`config.mk`:
```
export PLATFORM = sky130hd
export DESIGN_NAME = depth_false_color_mapper_flat
export DESIGN_NICKNAME = d
export VERILOG_FILES = /design/src/hdl/dfcm_pkg.sv /design/src/hdl/dfcm_stream_if.sv /design/src/hdl/dfcm_cfg.sv /design/src/hdl/dfcm_color.sv /design/src/hdl/dfcm_grey.sv /design/src/hdl/dfcm_outbuf.sv /design/src/hdl/depth_false_color_mapper.sv /design/src/flat_wrapper.sv
export SDC_FILE = /design/constraint.sdc
export NUM_CORES = 2
export LEC_CHECK = 0
export ABC_AREA = 1
export BUFFER_PORTS_ARGS = -buffer_cell sky130_fd_sc_hd__buf_2
export CORE_MARGIN = 1
export CORE_UTILIZATION = 40
export CTS_CLUSTER_SIZE = 30
export DETAILED_ROUTE_END_ITERATION = 12
export MAX_ROUTING_LAYER = met4
export PLACE_DENSITY = 0.54
export SLEW_MARGIN = 10
export SYNTH_ARGS = -nofsm -noshare
export SYNTH_HDL_FRONTEND = slang
export SYNTH_SLANG_ARGS = --single-unit
```
`constraint.sdc`:
```
create_clock -name clk_i -period 44.9 [get_ports clk_i]
set_clock_uncertainty 0.2 [all_clocks]
set_input_delay 13.47 -clock clk_i [delete_from_list [all_inputs] [get_ports clk_i]]
set_output_delay 13.47 -clock clk_i [all_outputs]
set_load 0.03 [all_outputs]
```
`src/hdl/dfcm_pkg.sv`:
```
// Shared constants, types and register codes of the depth false colour mapper.
package dfcm_pkg;

  // Field widths.
  localparam int unsigned DepthW     = 16;
  localparam int unsigned ChanW      = 8;
  localparam int unsigned LimitW     = 13;
  localparam int unsigned LimitShift = 4;
  localparam int unsigned WinW       = LimitW + LimitShift;
  localparam int unsigned GreyW      = 16;

  // Pipeline shape: one setup stage, one stage per quotient bit, one output stage.
  localparam int unsigned DivSteps    = GreyW;
  localparam int unsigned NumStages   = DivSteps + 2;
  localparam int unsigned ColorStages = 4;

  // Colour ramp arithmetic. A ramp value is diff*25/859; the division by 859 is a
  // multiplication by ceil(2^28/859), exact for every operand below 2^28/326.
  localparam int unsigned DiffW      = 14;
  localparam int unsigned RampW      = 18;
  localparam int unsigned RampScale  = 25;
  localparam int unsigned RampRound  = 858;
  localparam int unsigned RampMul    = 312498;
  localparam int unsigned RampShift  = 28;
  localparam int unsigned RampProdW  = 37;
  localparam int unsigned RampQW     = 9;

  // Grey band: depth/510 as a multiplication by ceil(2^24/510), exact below 66052.
  localparam int unsigned GreyMul    = 32897;
  localparam int unsigned GreyShift  = 24;
  localparam int unsigned GreyProdW  = 29;
  localparam int unsigned GreyQW     = 5;

  localparam logic [ChanW-1:0] ChanMax = {ChanW{1'b1}};

  // Upper ends of the colour bands.
  localparam logic [DepthW-1:0] DepthBlackEnd = 16'd10;
  localparam logic [DepthW-1:0] DepthGreyEnd  = 16'd12794;
  localparam logic [DepthW-1:0] DepthRiseBEnd = 16'd21584;
  localparam logic [DepthW-1:0] DepthFallREnd = 16'd30374;
  localparam logic [DepthW-1:0] DepthRiseGEnd = 16'd39164;
  localparam logic [DepthW-1:0] DepthFallBEnd = 16'd47954;
  localparam logic [DepthW-1:0] DepthRiseREnd = 16'd56744;

  typedef enum logic [2:0] {
    BandBlack = 3'd0,
    BandGrey  = 3'd1,
    BandRiseB = 3'd2,
    BandFallR = 3'd3,
    BandRiseG = 3'd4,
    BandFallB = 3'd5,
    BandRiseR = 3'd6,
    BandFallG = 3'd7
  } band_e;

  // Configuration port.
  localparam int unsigned ApbAddrW = 4;
  localparam int unsigned ApbDataW = 32;
  localparam int unsigned RegIdxW  = 2;

  localparam logic [RegIdxW-1:0] RegNear   = 2'd0;
  localparam logic [RegIdxW-1:0] RegFar    = 2'd1;
  localparam logic [RegIdxW-1:0] RegEnable = 2'd2;

  localparam logic [LimitW-1:0] NearReset   = 13'd800;
  localparam logic [LimitW-1:0] FarReset    = 13'd8000;
  localparam logic              EnableReset = 1'b1;

  typedef struct packed {
    logic [LimitW-1:0] near_limit;
    logic [LimitW-1:0] far_limit;
    logic              window_enable;
  } cfg_t;

  typedef struct packed {
    logic [ChanW-1:0] blue;
    logic [ChanW-1:0] green;
    logic [ChanW-1:0] red;
    logic [GreyW-1:0] grey_value;
    logic             grey_valid;
  } pix_t;

endpackage

```
`src/hdl/dfcm_stream_if.sv`:
```
// Stream interfaces for depth input beats and false colour output beats.
interface dfcm_depth_if import dfcm_pkg::*; ();
  logic              valid;
  logic              ready;
  logic [DepthW-1:0] depth_sample;

  modport source (output valid, output depth_sample, input ready);
  modport sink (input valid, input depth_sample, output ready);
endinterface

interface dfcm_pix_if import dfcm_pkg::*; ();
  logic             valid;
  logic             ready;
  logic [ChanW-1:0] blue;
  logic [ChanW-1:0] green;
  logic [ChanW-1:0] red;
  logic [GreyW-1:0] grey_value;
  logic             grey_valid;

  modport source (output valid, output blue, output green, output red,
                  output grey_value, output grey_valid, input ready);
  modport sink (input valid, input blue, input green, input red,
                input grey_value, input grey_valid, output ready);
endinterface

```
`src/hdl/dfcm_cfg.sv`:
```
// APB register block holding the window bounds and the window enable.
module dfcm_cfg import dfcm_pkg::*; (
  input  logic                clk_i,
  input  logic                rst_ni,
  input  logic                psel,
  input  logic                penable,
  input  logic                pwrite,
  input  logic [ApbAddrW-1:0] paddr,
  input  logic [ApbDataW-1:0] pwdata,
  output logic [ApbDataW-1:0] prdata,
  output logic                pready,
  output cfg_t                cfg_o
);

  cfg_t               cfg_q;
  logic [RegIdxW-1:0] reg_idx;
  logic               wr_en;

  assign reg_idx = paddr[ApbAddrW-1:2];
  assign wr_en   = psel && penable && pwrite;
  assign pready  = 1'b1;
  assign cfg_o   = cfg_q;

  always_ff @(posedge clk_i or negedge rst_ni) begin
    if (!rst_ni) begin
      cfg_q.near_limit    <= NearReset;
      cfg_q.far_limit     <= FarReset;
      cfg_q.window_enable <= EnableReset;
    end else if (wr_en) begin
      unique case (reg_idx)
        RegNear:   cfg_q.near_limit    <= pwdata[LimitW-1:0];
        RegFar:    cfg_q.far_limit     <= pwdata[LimitW-1:0];
        RegEnable: cfg_q.window_enable <= pwdata[0];
        default: begin
        end
      endcase
    end
  end

  always_comb begin
    unique case (reg_idx)
      RegNear:   prdata = ApbDataW'(cfg_q.near_limit);
      RegFar:    prdata = ApbDataW'(cfg_q.far_limit);
      RegEnable: prdata = ApbDataW'(cfg_q.window_enable);
      default:   prdata = '0;
    endcase
  end

endmodule

```
`src/hdl/dfcm_color.sv`:
```
// Colour lane: band select, ramp scaling, reciprocal multiply, channel mux and delay line.
module dfcm_color import dfcm_pkg::*; (
  input  logic              clk_i,
  input  logic              adv_i,
  input  logic [DepthW-1:0] depth_i,
  output logic [ChanW-1:0]  blue_o,
  output logic [ChanW-1:0]  green_o,
  output logic [ChanW-1:0]  red_o
);

  typedef struct packed {
    logic [ChanW-1:0] blue;
    logic [ChanW-1:0] green;
    logic [ChanW-1:0] red;
  } bgr_t;

  band_e                s0_band_d, s0_band_q, s1_band_q, s2_band_q;
  logic [DiffW-1:0]     s0_diff_d, s0_diff_q, s1_diff_q;
  logic [RampW-1:0]     s1_x_d, s1_x_q;
  logic                 s1_fall;
  logic [RampProdW-1:0] ramp_prod;
  logic [GreyProdW-1:0] grey_prod;
  logic [RampQW-1:0]    s2_ramp_q;
  logic [GreyQW-1:0]    s2_grey_q;
  logic [ChanW-1:0]     rise, fall;
  bgr_t                 bgr_d;
  bgr_t                 bgr_q [ColorStages-1:NumStages-1];

  // Stage 0: find the band and the offset into it.
  always_comb begin
    priority if (depth_i < DepthBlackEnd) begin
      s0_band_d = BandBlack;
      s0_diff_d = '0;
    end else if (depth_i < DepthGreyEnd) begin
      s0_band_d = BandGrey;
      s0_diff_d = depth_i[DiffW-1:0];
    end else if (depth_i < DepthRiseBEnd) begin
      s0_band_d = BandRiseB;
      s0_diff_d = DiffW'(depth_i - DepthGreyEnd);
    end else if (depth_i < DepthFallREnd) begin
      s0_band_d = BandFallR;
      s0_diff_d = DiffW'(depth_i - DepthRiseBEnd);
    end else if (depth_i < DepthRiseGEnd) begin
      s0_band_d = BandRiseG;
      s0_diff_d = DiffW'(depth_i - DepthFallREnd);
    end else if (depth_i < DepthFallBEnd) begin
      s0_band_d = BandFallB;
      s0_diff_d = DiffW'(depth_i - DepthRiseGEnd);
    end else if (depth_i < DepthRiseREnd) begin
      s0_band_d = BandRiseR;
      s0_diff_d = DiffW'(depth_i - DepthFallBEnd);
    end else begin
      s0_band_d = BandFallG;
      s0_diff_d = DiffW'(depth_i - DepthRiseREnd);
    end
  end

  // Stage 1: scale by 25; a falling ramp adds 858 so the later floor becomes a ceiling.
  assign s1_fall = (s0_band_q == BandFallR) || (s0_band_q == BandFallB) ||
                   (s0_band_q == BandFallG);
  assign s1_x_d  = RampW'(s0_diff_q) * RampW'(RampScale) +
                   (s1_fall ? RampW'(RampRound) : RampW'(0));

  // Stage 2: reciprocal multiplications for the ramp and for the grey band.
  assign ramp_prod = RampProdW'(s1_x_q) * RampProdW'(RampMul);
  assign grey_prod = GreyProdW'(s1_diff_q) * GreyProdW'(GreyMul);

  // Stage 3: clamp the falling ramp and route the channels.
  assign rise = s2_ramp_q[ChanW-1:0];
  assign fall = (s2_ramp_q >= RampQW'(ChanMax)) ? '0 :
                ChanW'(RampQW'(ChanMax) - s2_ramp_q);

  always_comb begin
    unique case (s2_band_q)
      BandBlack: bgr_d = '{blue: '0, green: '0, red: '0};
      BandGrey:  bgr_d = '{blue: ChanW'(s2_grey_q), green: ChanW'(s2_grey_q),
                           red: ChanW'(s2_grey_q)};
      BandRiseB: bgr_d = '{blue: rise, green: '0, red: ChanMax};
      BandFallR: bgr_d = '{blue: ChanMax, green: '0, red: fall};
      BandRiseG: bgr_d = '{blue: ChanMax, green: rise, red: '0};
      BandFallB: bgr_d = '{blue: fall, green: ChanMax, red: '0};
      BandRiseR: bgr_d = '{blue: '0, green: ChanMax, red: rise};
      BandFallG: bgr_d = '{blue: '0, green: fall, red: ChanMax};
      default:   bgr_d = '{blue: '0, green: '0, red: '0};
    endcase
  end

  always_ff @(posedge clk_i) begin
    if (adv_i) begin
      s0_band_q <= s0_band_d;
      s0_diff_q <= s0_diff_d;
      s1_band_q <= s0_band_q;
      s1_diff_q <= s0_diff_q;
      s1_x_q    <= s1_x_d;
      s2_band_q <= s1_band_q;
      s2_ramp_q <= ramp_prod[RampShift +: RampQW];
      s2_grey_q <= grey_prod[GreyShift +: GreyQW];
      bgr_q[ColorStages-1] <= bgr_d;
    end
  end

  // Delay line that keeps the colour in step with the grey divider.
  for (genvar s = ColorStages; s < NumStages; s++) begin : g_delay
    always_ff @(posedge clk_i) begin
      if (adv_i) begin
        bgr_q[s] <= bgr_q[s-1];
      end
    end
  end

  assign blue_o  = bgr_q[NumStages-1].blue;
  assign green_o = bgr_q[NumStages-1].green;
  assign red_o   = bgr_q[NumStages-1].red;

endmodule

```
`src/hdl/dfcm_grey.sv`:
```
// Grey lane: window check and a pipelined restoring divider, one quotient bit per stage.
module dfcm_grey import dfcm_pkg::*; (
  input  logic              clk_i,
  input  logic              adv_i,
  input  logic [DepthW-1:0] depth_i,
  input  cfg_t              cfg_i,
  output logic [GreyW-1:0]  grey_value_o,
  output logic              grey_valid_o
);

  typedef struct packed {
    logic             en;
    logic             hit;
    logic             top;
    logic [WinW-1:0]  rem;
    logic [WinW-1:0]  den;
    logic [GreyW-1:0] quo;
  } div_t;

  div_t             div_q [DivSteps+1];
  div_t             setup_d;
  logic [WinW-1:0]  lo, hi, depth_w;
  logic [GreyW-1:0] grey_q;
  logic             valid_q;

  // One restoring step: shift the partial remainder and subtract the divisor if it fits.
  function automatic div_t div_step(div_t cur);
    div_t          nxt;
    logic [WinW:0] trial;
    logic          fits;
    nxt   = cur;
    trial = {cur.rem, 1'b0};
    fits  = trial >= {1'b0, cur.den};
    nxt.rem = fits ? WinW'(trial - {1'b0, cur.den}) : WinW'(trial);
    nxt.quo = {cur.quo[GreyW-2:0], fits};
    return nxt;
  endfunction

  assign lo      = {cfg_i.near_limit, {LimitShift{1'b0}}};
  assign hi      = {cfg_i.far_limit, {LimitShift{1'b0}}};
  assign depth_w = WinW'(depth_i);

  // Inside the window and below its far end the offset is below the span, so the
  // quotient 65536*offset/span fits in sixteen bits; at the far end it saturates.
  always_comb begin
    setup_d.en  = cfg_i.window_enable;
    setup_d.hit = (depth_w >= lo) && (depth_w <= hi);
    setup_d.top = (depth_w == hi);
    setup_d.rem = depth_w - lo;
    setup_d.den = hi - lo;
    setup_d.quo = '0;
  end

  always_ff @(posedge clk_i) begin
    if (adv_i) begin
      div_q[0] <= setup_d;
    end
  end

  for (genvar k = 1; k <= DivSteps; k++) begin : g_step
    always_ff @(posedge clk_i) begin
      if (adv_i) begin
        div_q[k] <= div_step(div_q[k-1]);
      end
    end
  end

  always_ff @(posedge clk_i) begin
    if (adv_i) begin
      valid_q <= div_q[DivSteps].en;
      if (!(div_q[DivSteps].en && div_q[DivSteps].hit)) begin
        grey_q <= '0;
      end else if (div_q[DivSteps].top) begin
        grey_q <= '1;
      end else begin
        grey_q <= div_q[DivSteps].quo;
      end
    end
  end

  assign grey_value_o = grey_q;
  assign grey_valid_o = valid_q;

endmodule

```
`src/hdl/dfcm_outbuf.sv`:
```
// Two-entry output buffer: output register plus skid register, so input ready is registered.
module dfcm_outbuf import dfcm_pkg::*; (
  input  logic       clk_i,
  input  logic       rst_ni,
  input  logic       push_i,
  input  pix_t       pix_i,
  output logic       room_o,
  dfcm_pix_if.source pix_o
);

  pix_t out_q, skid_q;
  logic out_valid_q, skid_valid_q;
  logic pop;

  assign pop    = out_valid_q && pix_o.ready;
  assign room_o = !skid_valid_q;

  always_ff @(posedge clk_i or negedge rst_ni) begin
    if (!rst_ni) begin
      out_valid_q  <= 1'b0;
      skid_valid_q <= 1'b0;
    end else begin
      priority if (push_i && pop) begin
        out_valid_q <= 1'b1;
      end else if (pop) begin
        out_valid_q  <= skid_valid_q;
        skid_valid_q <= 1'b0;
      end else if (push_i) begin
        out_valid_q  <= 1'b1;
        skid_valid_q <= out_valid_q;
      end else begin
        // Nothing moves; both entries keep their state.
      end
    end
  end

  always_ff @(posedge clk_i) begin
    priority if (push_i && pop) begin
      out_q  <= skid_valid_q ? skid_q : pix_i;
      skid_q <= pix_i;
    end else if (pop) begin
      out_q <= skid_q;
    end else if (push_i) begin
      if (out_valid_q) begin
        skid_q <= pix_i;
      end else begin
        out_q <= pix_i;
      end
    end else begin
      // Nothing moves; both entries keep their data.
    end
  end

  assign pix_o.valid      = out_valid_q;
  assign pix_o.blue       = out_q.blue;
  assign pix_o.green      = out_q.green;
  assign pix_o.red        = out_q.red;
  assign pix_o.grey_value = out_q.grey_value;
  assign pix_o.grey_valid = out_q.grey_valid;

  // The skid register only ever holds a beat behind an occupied output register.
  a_skid_behind_out: assert property (@(posedge clk_i) disable iff (!rst_ni)
    skid_valid_q |-> out_valid_q)
    else $error("skid register holds a beat while the output register is empty");

  // The skid register fills only when the output beat was held back.
  a_skid_fill_on_stall: assert property (@(posedge clk_i) disable iff (!rst_ni)
    $rose(skid_valid_q) |-> $past(out_valid_q && !pix_o.ready))
    else $error("skid register filled without a stalled output beat");

endmodule

```
`src/hdl/depth_false_color_mapper.sv`:
```
// Top level of the depth false colour mapper: pipeline control, lanes and register port.
//
//   Channel   Direction  Beat contents                                   Handshake
//   depth_i   in         depth_sample[15:0]                              valid/ready
//   pix_o     out        blue, green, red [7:0], grey_value[15:0],       valid/ready
//                        grey_valid
//   APB       in/out     near_limit @0x0, far_limit @0x4,                psel/penable
//                        window_enable @0x8
//
// One pixel enters per clock while the skid register is free. The pipeline length, and so the
// delay to the output, is set by the grey divider, which produces one quotient bit per stage.
// Reset clears the stage valid bits and the output buffer and loads the register defaults.
// The pipeline moves as a whole; it halts only while the skid register is occupied.
module depth_false_color_mapper import dfcm_pkg::*; (
  input  logic                clk_i,
  input  logic                rst_ni,
  dfcm_depth_if.sink          depth_i,
  dfcm_pix_if.source          pix_o,
  input  logic                psel,
  input  logic                penable,
  input  logic                pwrite,
  input  logic [ApbAddrW-1:0] paddr,
  input  logic [ApbDataW-1:0] pwdata,
  output logic [ApbDataW-1:0] prdata,
  output logic                pready
);

  cfg_t                 cfg;
  logic                 adv;
  logic [NumStages-1:0] valid_q;
  pix_t                 pix_tail;

  // Register file. Writes must arrive only while no pixel is in flight; the block itself does
  // not enforce this. The grey lane reads the live settings in its setup stage.
  dfcm_cfg u_cfg (
    .clk_i   (clk_i),
    .rst_ni  (rst_ni),
    .psel    (psel),
    .penable (penable),
    .pwrite  (pwrite),
    .paddr   (paddr),
    .pwdata  (pwdata),
    .prdata  (prdata),
    .pready  (pready),
    .cfg_o   (cfg)
  );

  // The whole pipeline advances together whenever the output buffer has a free slot.
  // The buffer's room signal is a register, so the input ready never depends on the
  // output ready within the same cycle.
  assign depth_i.ready = adv;

  always_ff @(posedge clk_i or negedge rst_ni) begin
    if (!rst_ni) begin
      valid_q <= '0;
    end else if (adv) begin
      valid_q <= {valid_q[NumStages-2:0], depth_i.valid};
    end
  end

  // Colour lane: four working stages followed by a delay line to the last stage.
  dfcm_color u_color (
    .clk_i   (clk_i),
    .adv_i   (adv),
    .depth_i (depth_i.depth_sample),
    .blue_o  (pix_tail.blue),
    .green_o (pix_tail.green),
    .red_o   (pix_tail.red)
  );

  // Grey lane: window setup, sixteen divide steps and a final saturate stage.
  dfcm_grey u_grey (
    .clk_i        (clk_i),
    .adv_i        (adv),
    .depth_i      (depth_i.depth_sample),
    .cfg_i        (cfg),
    .grey_value_o (pix_tail.grey_value),
    .grey_valid_o (pix_tail.grey_valid)
  );

  // The last pipeline stage hands its beat to the output buffer whenever it advances.
  dfcm_outbuf u_outbuf (
    .clk_i  (clk_i),
    .rst_ni (rst_ni),
    .push_i (adv && valid_q[NumStages-1]),
    .pix_i  (pix_tail),
    .room_o (adv),
    .pix_o  (pix_o)
  );

  // With nothing waiting at the output the block must be able to take a pixel.
  a_ready_when_drained: assert property (@(posedge clk_i) disable iff (!rst_ni)
    !pix_o.valid |-> depth_i.ready)
    else $error("input not ready although the output is empty");

  // A grey value is only ever non-zero when the window output was computed.
  a_grey_zero_when_off: assert property (@(posedge clk_i) disable iff (!rst_ni)
    (pix_o.valid && !pix_o.grey_valid) |-> (pix_o.grey_value == '0))
    else $error("grey value set while the window output is off");

  // While the pipeline is halted its occupancy does not change.
  a_halt_holds_stages: assert property (@(posedge clk_i) disable iff (!rst_ni)
    !adv |=> $stable(valid_q) || $past(adv) == 1'b0 && valid_q == $past(valid_q))
    else $error("pipeline stages changed while halted");

endmodule
```
`src/flat_wrapper.sv`:
```
// flat-port wrapper written by rule: the top's interface ports become plain ports
module depth_false_color_mapper_flat import dfcm_pkg::*;
  (clk_i, rst_ni, psel, penable, pwrite, paddr, pwdata, prdata, pready, depth_i_valid, depth_i_depth_sample, depth_i_ready, pix_o_valid, pix_o_blue, pix_o_green, pix_o_red, pix_o_grey_value, pix_o_grey_valid, pix_o_ready);
  dfcm_depth_if depth_i_i ();
  dfcm_pix_if pix_o_i ();
  input  logic clk_i;
  input  logic rst_ni;
  input  logic psel;
  input  logic penable;
  input  logic pwrite;
  input  logic [ApbAddrW-1:0] paddr;
  input  logic [ApbDataW-1:0] pwdata;
  output logic [ApbDataW-1:0] prdata;
  output logic pready;
  input wire logic [$bits(depth_i_i.valid)-1:0] depth_i_valid;
  input wire logic [$bits(depth_i_i.depth_sample)-1:0] depth_i_depth_sample;
  output wire logic [$bits(depth_i_i.ready)-1:0] depth_i_ready;
  output wire logic [$bits(pix_o_i.valid)-1:0] pix_o_valid;
  output wire logic [$bits(pix_o_i.blue)-1:0] pix_o_blue;
  output wire logic [$bits(pix_o_i.green)-1:0] pix_o_green;
  output wire logic [$bits(pix_o_i.red)-1:0] pix_o_red;
  output wire logic [$bits(pix_o_i.grey_value)-1:0] pix_o_grey_value;
  output wire logic [$bits(pix_o_i.grey_valid)-1:0] pix_o_grey_valid;
  input wire logic [$bits(pix_o_i.ready)-1:0] pix_o_ready;
  assign depth_i_i.valid = depth_i_valid;
  assign depth_i_i.depth_sample = depth_i_depth_sample;
  assign depth_i_ready = depth_i_i.ready;
  assign pix_o_valid = pix_o_i.valid;
  assign pix_o_blue = pix_o_i.blue;
  assign pix_o_green = pix_o_i.green;
  assign pix_o_red = pix_o_i.red;
  assign pix_o_grey_value = pix_o_i.grey_value;
  assign pix_o_grey_valid = pix_o_i.grey_valid;
  assign pix_o_i.ready = pix_o_ready;
  depth_false_color_mapper u_core (.clk_i(clk_i), .rst_ni(rst_ni), .depth_i(depth_i_i), .pix_o(pix_o_i), .psel(psel), .penable(penable), .pwrite(pwrite), .paddr(paddr), .pwdata(pwdata), .prdata(prdata), .pready(pready));
endmodule
```
==> results.toml <==
[status]
status = "finished clean"

[synth]
ys_ff_latch = 1187
async_reset_ff_share_pct = 3.96
synth_cell_types = 63
syn-instance-count = 5377
synth_area_um2 = 61200
synth.area.top_cells = "edfxtp_1 (56%), ha_1 (11%), inv_1 (4.6%), nand2_1 (4.5%), fa_1 (3.6%)"
netlist.area_leader.share_pct = 55.9
syn_avg_cell_area_um2 = 11.4
synth_top_area_cell = "edfxtp_1"
ys_seq_area_share_pct = 57.9
ys.flop_type = "edfxtp_1"
yosys_warnings = 0
synth-edff-count = 1140

[sta]
fmax_mhz = 35.6
drv_slew = 0
finalHoldViolCount = 0
final.setup.tns_ns = 0
rsz0062_at_grt = "no"
layout_min_cycle_time_ns = 28.07
fin_crit_sh_pct = 62.5
worst_slew_pin_slew_ns = 1.19
relSlewSlack_pct = 20.1
setup_viol_count_final = 0

[setup_path]
end_kind = "output port"
timing.rr.start = "u_core.u_color.s1_x_q[8]"
reg2reg_to = "u_core.u_color.s2_ramp_q[2]"
cp-start-kind = "primary input"
worstRegToRegCells = 17
crit_fanout = 12
crit_type = "primary input to output port"
cp.arrival_ns = 14.40
critPathRequiredTime_ns = 31.23
reg2reg_setup_slack_ns = 39.57

[cts]
h-tree-depth = 3
cts_tree = "built"
ctsHoldBuffers = 0
cts.path.max_buffers = 3
cts_buffers = 120
cts-root-buf = "clkbuf_16"
cts_sinks = 1187
cts_setup_buffers = 0
clk_pin_slew_ns = 0.06
insertion_delay_ns = 0.74
post_cts_resized = 0

[placement]
dp_cells = 7429
port_buffers = 93
place_congestion = 0.913
dp_hpwl_um = 86000

[floorplanning]
start_util_pct = 40.3
core_um2 = 152000
die_x_um = 393
boundaryPins = 135
die_y_um = 393
fp-row-count = 143
dieArea_um2 = 155000

[global_route]
grt_util_met2_pct = 26.9
grtUsageMet3_pct = 2.37
track_usage_pct = 15.9
grt_start_max_net_pins = 198
overflow = 0
antenna_found_initial = 0
grt_pass1_vias = 37200
grt_pass1_wl_um = 192000
grt_use_met1_pct = 19.4
grt_busiest_layer = "met2"

[detailed_routing]
first_pass_iters = 6
totalWireLength_um = 119000
via_per_inst = 4.91
drtIter0Drc = 2172
routedWlPerCell_um = 15.5
drc = 0
drtAntennaViolNets = 0
num_vias = 37600

[final_layout]
final_cell_mix = "edfxtp_1 (1140), inv_1 (741), nand2_1 (741)"
drive_above_1_share_pct = 6.75
final_common_cell = "edfxtp_1"
area_growth_pct = 10.5
nNetsFinal = 6204
fin_cells = 7645
antenna_cells = 0

[run]
maxCapViolCount = 0

[min_path]
min_from = "u_core.u_grey.div_q[0][804]"
min_path_cells = 0
hold_class = "register to register"
whs_endpoint = "u_core.u_grey.div_q[0][858]"
## worst max-delay path by stage
stage	to	from	depth (start not counted)
after floorplan	depth_i_ready	u_core.u_outbuf.skid_valid_q	3
after global placement	prdata[0]	paddr[2]	6
after detailed placement	prdata[5]	paddr[3]	5
after CTS	prdata[5]	paddr[3]	5
after global routing	prdata[5]	paddr[3]	5
final	prdata[1]	paddr[3]	5
## worst max-delay path, cell delays in order
cell,delay (ns)
buf_2,0.12
nor2_1,0.16
inv_1,0.20
o22ai_1,0.22
buf_2,0.23
## state kept, by name, indices dropped and copies added, names as in the netlist, 3 cells and up
register                          cells
u_core.u_cfg.cfg_o                   27
u_core.u_outbuf.pix_o.grey_value     16
u_core.u_color.s0_band_q              3
u_core.valid_q                       18
u_core.u_outbuf.pix_o.blue            8
u_core.u_color.s2_grey_q              5
u_core.u_color.s2_ramp_q              9
u_core.u_outbuf.skid_q               41
u_core.u_color.bgr_q                360
u_core.u_color.s1_band_q              3
u_core.u_grey.div_q                 613
u_core.u_color.s1_diff_q             14
u_core.u_outbuf.pix_o.green           8
u_core.u_outbuf.pix_o.red             8
u_core.u_color.s1_x_q                17
u_core.u_color.s0_diff_q             14
u_core.u_grey.grey_value_o           16
u_core.u_color.s2_band_q              3
## area by class of cell
| cell class | count | area, µm² |
|---|---|---|
| clock inverters | 63 | 611 |
| inverters | 759 | 2860 |
| repair buffers | 113 | 628 |
| flip-flops and latches | 1187 | 35400 |
| multi-input cells | 3340 | 22400 |
| well taps | 2030 | 2540 |
| fillers | 14000 | 84300 |
| clock buffers | 153 | 3200 |
## metrics by stage
step	area, µm²	setup WS (ns)	hold WS [ns]	utilization [%]
floorplan	61300	1.73	0.200	-
global placement	63800	16.88	0.200	42.0
detailed placement	63800	16.85	0.205	42.0
CTS	67600	16.85	0.162	44.5
global route	67600	16.73	0.184	44.5
finish	67600	16.83	0.171	44.5
## Yosys cell counts (all sizes together), types with 37 or more instances
| cell type | instances |
|---|---|
| nand2 | 754 |
| o21ai | 333 |
| edfxtp | 1140 |
| dfrtp | 37 |
| clkbuf | 40 |
| nand4 | 72 |
| ha | 514 |
| a21oi | 381 |
| fa | 110 |
| a21o | 45 |
| xnor2 | 95 |
| nor2 | 479 |
| nand3 | 168 |
| nor3 | 43 |
| buf | 69 |
| xor2 | 114 |
| o22ai | 55 |
| inv | 756 |
## routing by layer
metal  wire length (µm)  part of all wire [%]
met1              52900                    45
met5                  0                     0
met4               3670                   3.1
met3               4250                   3.6
met2              57900                    49
## kinds of logic (layout without fill, tap and decap cells)
kind of cell / after synthesis / count (layout) / share of synthesized area (%)
flops: 1187 / 1187 / 57.9
fa+ha+maj: 624 / 624 / 14.1
xor+xnor: 209 / 209 / 2.99
other cells: 2 / 20 / 0.0123
buf+inv: 868 / 1088 / 5.68
compound gates: 916 / 916 / 8.42
simple gates: 1571 / 1571 / 10.9
Power is left out: the tool's default activity adds up to more than one toggle a clock period on the data nets, which glitch-free logic cannot reach.
